**config.mk**
```make
export PLATFORM = sky130hd
export DESIGN_NAME = pfde_ram
export DESIGN_NICKNAME = d
export VERILOG_FILES = /design/src/page_framebuffer_draw_engine_defines.svh /design/src/pfde_pkg.sv /design/src/pfde_ram.sv
export SDC_FILE = /design/constraint.sdc
export NUM_CORES = 2
export LEC_CHECK = 0
export BUFFER_PORTS_ARGS = -buffer_cell sky130_fd_sc_hd__buf_2
export CORE_MARGIN = 10
export CORE_UTILIZATION = 40
export DETAILED_ROUTE_END_ITERATION = 10
export PLACE_DENSITY = 0.56
export SETUP_SLACK_MARGIN = 0.4
export SLEW_MARGIN = 20
export SYNTH_ARGS = -nofsm -noshare
export SYNTH_HDL_FRONTEND = slang
export SYNTH_SLANG_ARGS = --single-unit
```
**constraint.sdc**
```tcl
create_clock -name clk -period 2.63 [get_ports clk]
set_input_delay 0.1315 -clock clk [delete_from_list [all_inputs] [get_ports clk]]
set_output_delay 0.1315 -clock clk [all_outputs]
set_load 0.02 [all_outputs]
```
**src/page_framebuffer_draw_engine_defines.svh**
```systemverilog
`ifndef PAGE_FRAMEBUFFER_DRAW_ENGINE_DEFINES_SVH
`define PAGE_FRAMEBUFFER_DRAW_ENGINE_DEFINES_SVH

// check that cons holds whenever ante holds
`define PFDE_ASSERT_IMPL(lbl, ante, cons, msg) \
  lbl: assert property (@(posedge clk) disable iff (!rst_n) (ante) |-> (cons)) \
    else $error(msg);

// check that cond never holds
`define PFDE_ASSERT_NEVER(lbl, cond, msg) \
  lbl: assert property (@(posedge clk) disable iff (!rst_n) !(cond)) \
    else $error(msg);

`endif

```
**src/pfde_pkg.sv**
```systemverilog
package pfde_pkg;

  localparam int SCREEN_COLUMNS = 128;
  localparam int SCREEN_ROWS    = 32;
  localparam int PAGE_ROWS      = 8;
  localparam int PAGE_COUNT     = (SCREEN_ROWS + PAGE_ROWS - 1) / PAGE_ROWS;
  localparam int STORE_BYTES    = SCREEN_COLUMNS * PAGE_COUNT;
  localparam int ADDR_W         = $clog2(STORE_BYTES);
  localparam int COL_W          = $clog2(SCREEN_COLUMNS);
  localparam int PAGE_W         = (PAGE_COUNT > 1) ? $clog2(PAGE_COUNT) : 1;

  typedef logic [ADDR_W-1:0] addr_t;

  typedef enum logic [1:0] {
    OP_PIXEL = 2'd0,
    OP_RECT  = 2'd1,
    OP_CLEAR = 2'd2,
    OP_READ  = 2'd3
  } op_t;

  typedef struct packed {
    op_t        opcode;
    logic [7:0] x_pos;
    logic [7:0] y_pos;
    logic [7:0] rect_width;
    logic [7:0] rect_height;
    logic       pixel_value;
    logic [8:0] byte_index;
  } draw_req_t;

  typedef struct packed {
    logic [7:0] byte_data;
    logic       clipped;
  } draw_rsp_t;

endpackage

```
**src/pfde_ram.sv**
```systemverilog
module pfde_ram
  import pfde_pkg::*;
(
  input  logic       clk,
  input  logic       wr_en,
  input  addr_t      wr_addr,
  input  logic [7:0] wr_data,
  input  logic       rd_en,
  input  addr_t      rd_addr,
  output logic [7:0] rd_data
);

  logic [7:0] mem [STORE_BYTES];

  always_ff @(posedge clk) begin
    if (wr_en) begin
      mem[wr_addr] <= wr_data;
    end
    if (rd_en) begin
      rd_data <= mem[rd_addr];
    end
  end

endmodule

```
==> impl_metrics.ini <==
[global_routing]
grt_pass1_vias = 87420
grt_use_total = 0.207
grt-ovfl-total = 0
grt_max_degree = 120
antenna_found_initial = 22
grt_pass1_wl_um = 646000

[pwr]
p_per_area_nw_per_um2 = 722
total_power_uw = 139000
pwr-share-seq = 0.519
switchingPower_uw = 29900
p_int_uw = 109000
power_frac_comb = 0.057
p_clk_frac = 0.424
ir_worst_vdd_uv = 592
p_leak_uw = 0.0638
swShare = 0.215

[timing]
fin_crit_ps = 2570
tns_ps = 0
skew_ps = 62.6
grt_setup_unrepaired = true
fin_ws_ps = 58.2
hold_violations = 0
maxSlewViolCount = 0
finalSetupViolCount = 0
tightest_slew_ps = 1050
fin_crit_sh = 0.978
max_freq_ghz = 0.389
max_slew_margin = 0.299

[synthesis]
postSynth.asyncResetShare = 0
synth_edf_count = 4104
synth_nets = 8059
syn_inst = 8030
yosys-top-cells-area = edfxtp_1 (77%), mux4_2 (9.2%), mux2i_1 (5.0%)
yosys_register_bits = 4104
synth_commonest_cells = edfxtp_1 (4,104), mux2i_1 (797), mux4_2 (654)
syn_avg_cell_area_sq_um = 19.9
synth.most_common_cell = edfxtp_1
synth_top_cell_by_area = edfxtp_1
synth.top_cell.area_share = 0.770
synth_area_sq_um = 160000
synth_cell_types = 50
yosys_warnings = 0
ys_seq_area_frac = 0.770
synthFlopType = edfxtp_1

[placed_design]
gp_congestion = 0.903
post-place-cells = 14334
post-place-ws_ps = -1110
dp_hpwl_um = 299000
portBuffers = 36

[finish]
drive_gt1_frac = 0.300
area_growth_pct = 20.3
fin_cells = 15115
nNetsFinal = 9529

[flow_run]
drv_cap = 0

[worst_setup_path]
critPathSlowestCell = nand4_1
r2r_slack_ps = 60
cp_max_fo = 2
cpMostUsedCell = buf_4
path_buf_inv = 2
critPathMaxStageDelay_ps = 470
path_cells = mux2i_1 -> o221ai_1 -> buf_4 -> a21oi_1 -> buf_4 -> nor3_1 -> nand4_1 -> nand2_2 -> o2111a_1
crit_path_start_kind = flip-flop
cp_top_family = simple AND/OR/NAND/NOR gates
required_ps = 3470
cp.arrival_ps = 3410
critPathCaptureType = flip-flop
critPathKind = flip-flop to flip-flop

[cts]
htree_levels = 5
cts.root.buffer_cell = clkbuf_16
clk_pin_slew_ps = 70
numCtsBuffers = 416
cts_sinks = 4104
cts_tree = yes
cts_buffer_depth = 4
insertion_delay_ps = 980

[drt]
drtIter0Drc = 9340
drcViolationCount = 0
vias_per_cell = 5.70
routed_wl_um = 452000
detail_route.wl_per_cell_um = 29.9
vias = 86160
ant_nets = 0
drtPass1Iterations = 6

[floorplanning]
placementRows = 232
start_util = 0.401
die_height_um = 652
core_area_sq_um = 399000
dieArea_sq_um = 426000
ios = 37
fp.dieW_um = 652

[hold_path]
hold_path_class = primary input to flip-flop

[status]
outcome = finished clean
==> worst min-delay path, cell delays in order <==
cell     delay [ps]
buf_2           230
nand3_4         110
buf_12          220
nor2_1          200
==> state kept, by name (all words and copies together) (netlist names) <==
| name | count |
|---|---|
| mem | 4096 |
| rd_data | 8 |
==> worst paths after layout <==
check,from,end,depth (start not counted)
worst max-delay path,mem[467][5]$_DFFE_PP_,rd_data[5]$_DFFE_PP_,9
worst min-delay path,wr_addr[1],mem[279][6]$_DFFE_PP_,4
worst max register to register,mem[467][5]$_DFFE_PP_,rd_data[5]$_DFFE_PP_,9
worst min register to register,mem[365][6]$_DFFE_PP_,rd_data[6]$_DFFE_PP_,7
==> power groups by stage <==
stage | Clock [uW] | Sequential (uW) | Combinational [uW]
3_5_place_dp | 0 | 73500 | 7790
5_1_grt | 62600 | 72100 | 8280
4_1_cts | 59900 | 72100 | 7900
2_1_floorplan | 0 | 73500 | 3430
3_3_place_gp | 0 | 73500 | 7700
6_report | 58900 | 72100 | 7920
==> cells by family (layout without fill, tap and decap cells) <==
kind of cell / count (synthesis) / count (layout) / share of synthesized area
flip-flops: 4104 / 4104 / 0.770
multiplexers: 1451 / 1451 / 0.142
AND/OR/NAND/NOR: 980 / 980 / 0.0263
AO/OA/AOI/OAI: 979 / 979 / 0.0431
buffers and inverters: 516 / 2328 / 0.0185
other: 0 / 8 / 0
==> layout make-up <==
class	count	area, sq um
diodes	8	20.0
clock buffers	496	10900
clock inverters	264	2660
fillers	32849	206000
inverters	3	18.8
multi-input cells	3410	34800
flip-flops and latches	4104	123000
well taps	5265	6590
repair buffers	1565	14200
==> repair_timing <==
action	in CTS	in global routing
pin swaps	31	24
setup endpoints to repair	8	8
setup buffers	3	1
hold buffers	9	0
gates resized for setup	106	51
endpoints found under the hold margin	2397	0
==> cell usage in the layout (no fill, tap or decap), drive strengths merged, types with 5 or more instances in the layout <==
cell	instances
nor2	597
mux4	654
o21ai	119
nand4	32
diode	8
clkinvlp	17
or3	6
nor3b	8
nor2b	6
or2	5
o31ai	13
a211oi	17
nor3	109
clkbuf	497
a22oi	61
mux2i	797
a21oi	194
inv	19
nand2	111
o2111a	8
o41ai	7
a22o	5
nand3	36
o22ai	163
bufinv	45
nor4	36
and2	20
buf	1555
o311ai	6
edfxtp	4104
o221ai	372
dlygate4sd3	9
clkinv	186
==> routing by layer <==
layer / vias up / global-route usage / part of all wire
met5: - / 0 / 0.000058
met4: 4 / 0.0641 / 0.034
met3: 649 / 0.0346 / 0.073
met2: 3445 / 0.334 / 0.48
met1: 45594 / 0.288 / 0.42
li1: 36468 / - / -
==> per-stage QoR <==
stage                     instance area, sq um   util  hold slack, ps
final                                   192000  0.482            80.9
after global routing                    192000  0.482            59.8
after CTS                               192000  0.482            23.4
after detailed placement                178000  0.446             574
after global placement                  178000  0.446             564
after floorplan                         160000      -             230
(Power assumes the default switching activity.)
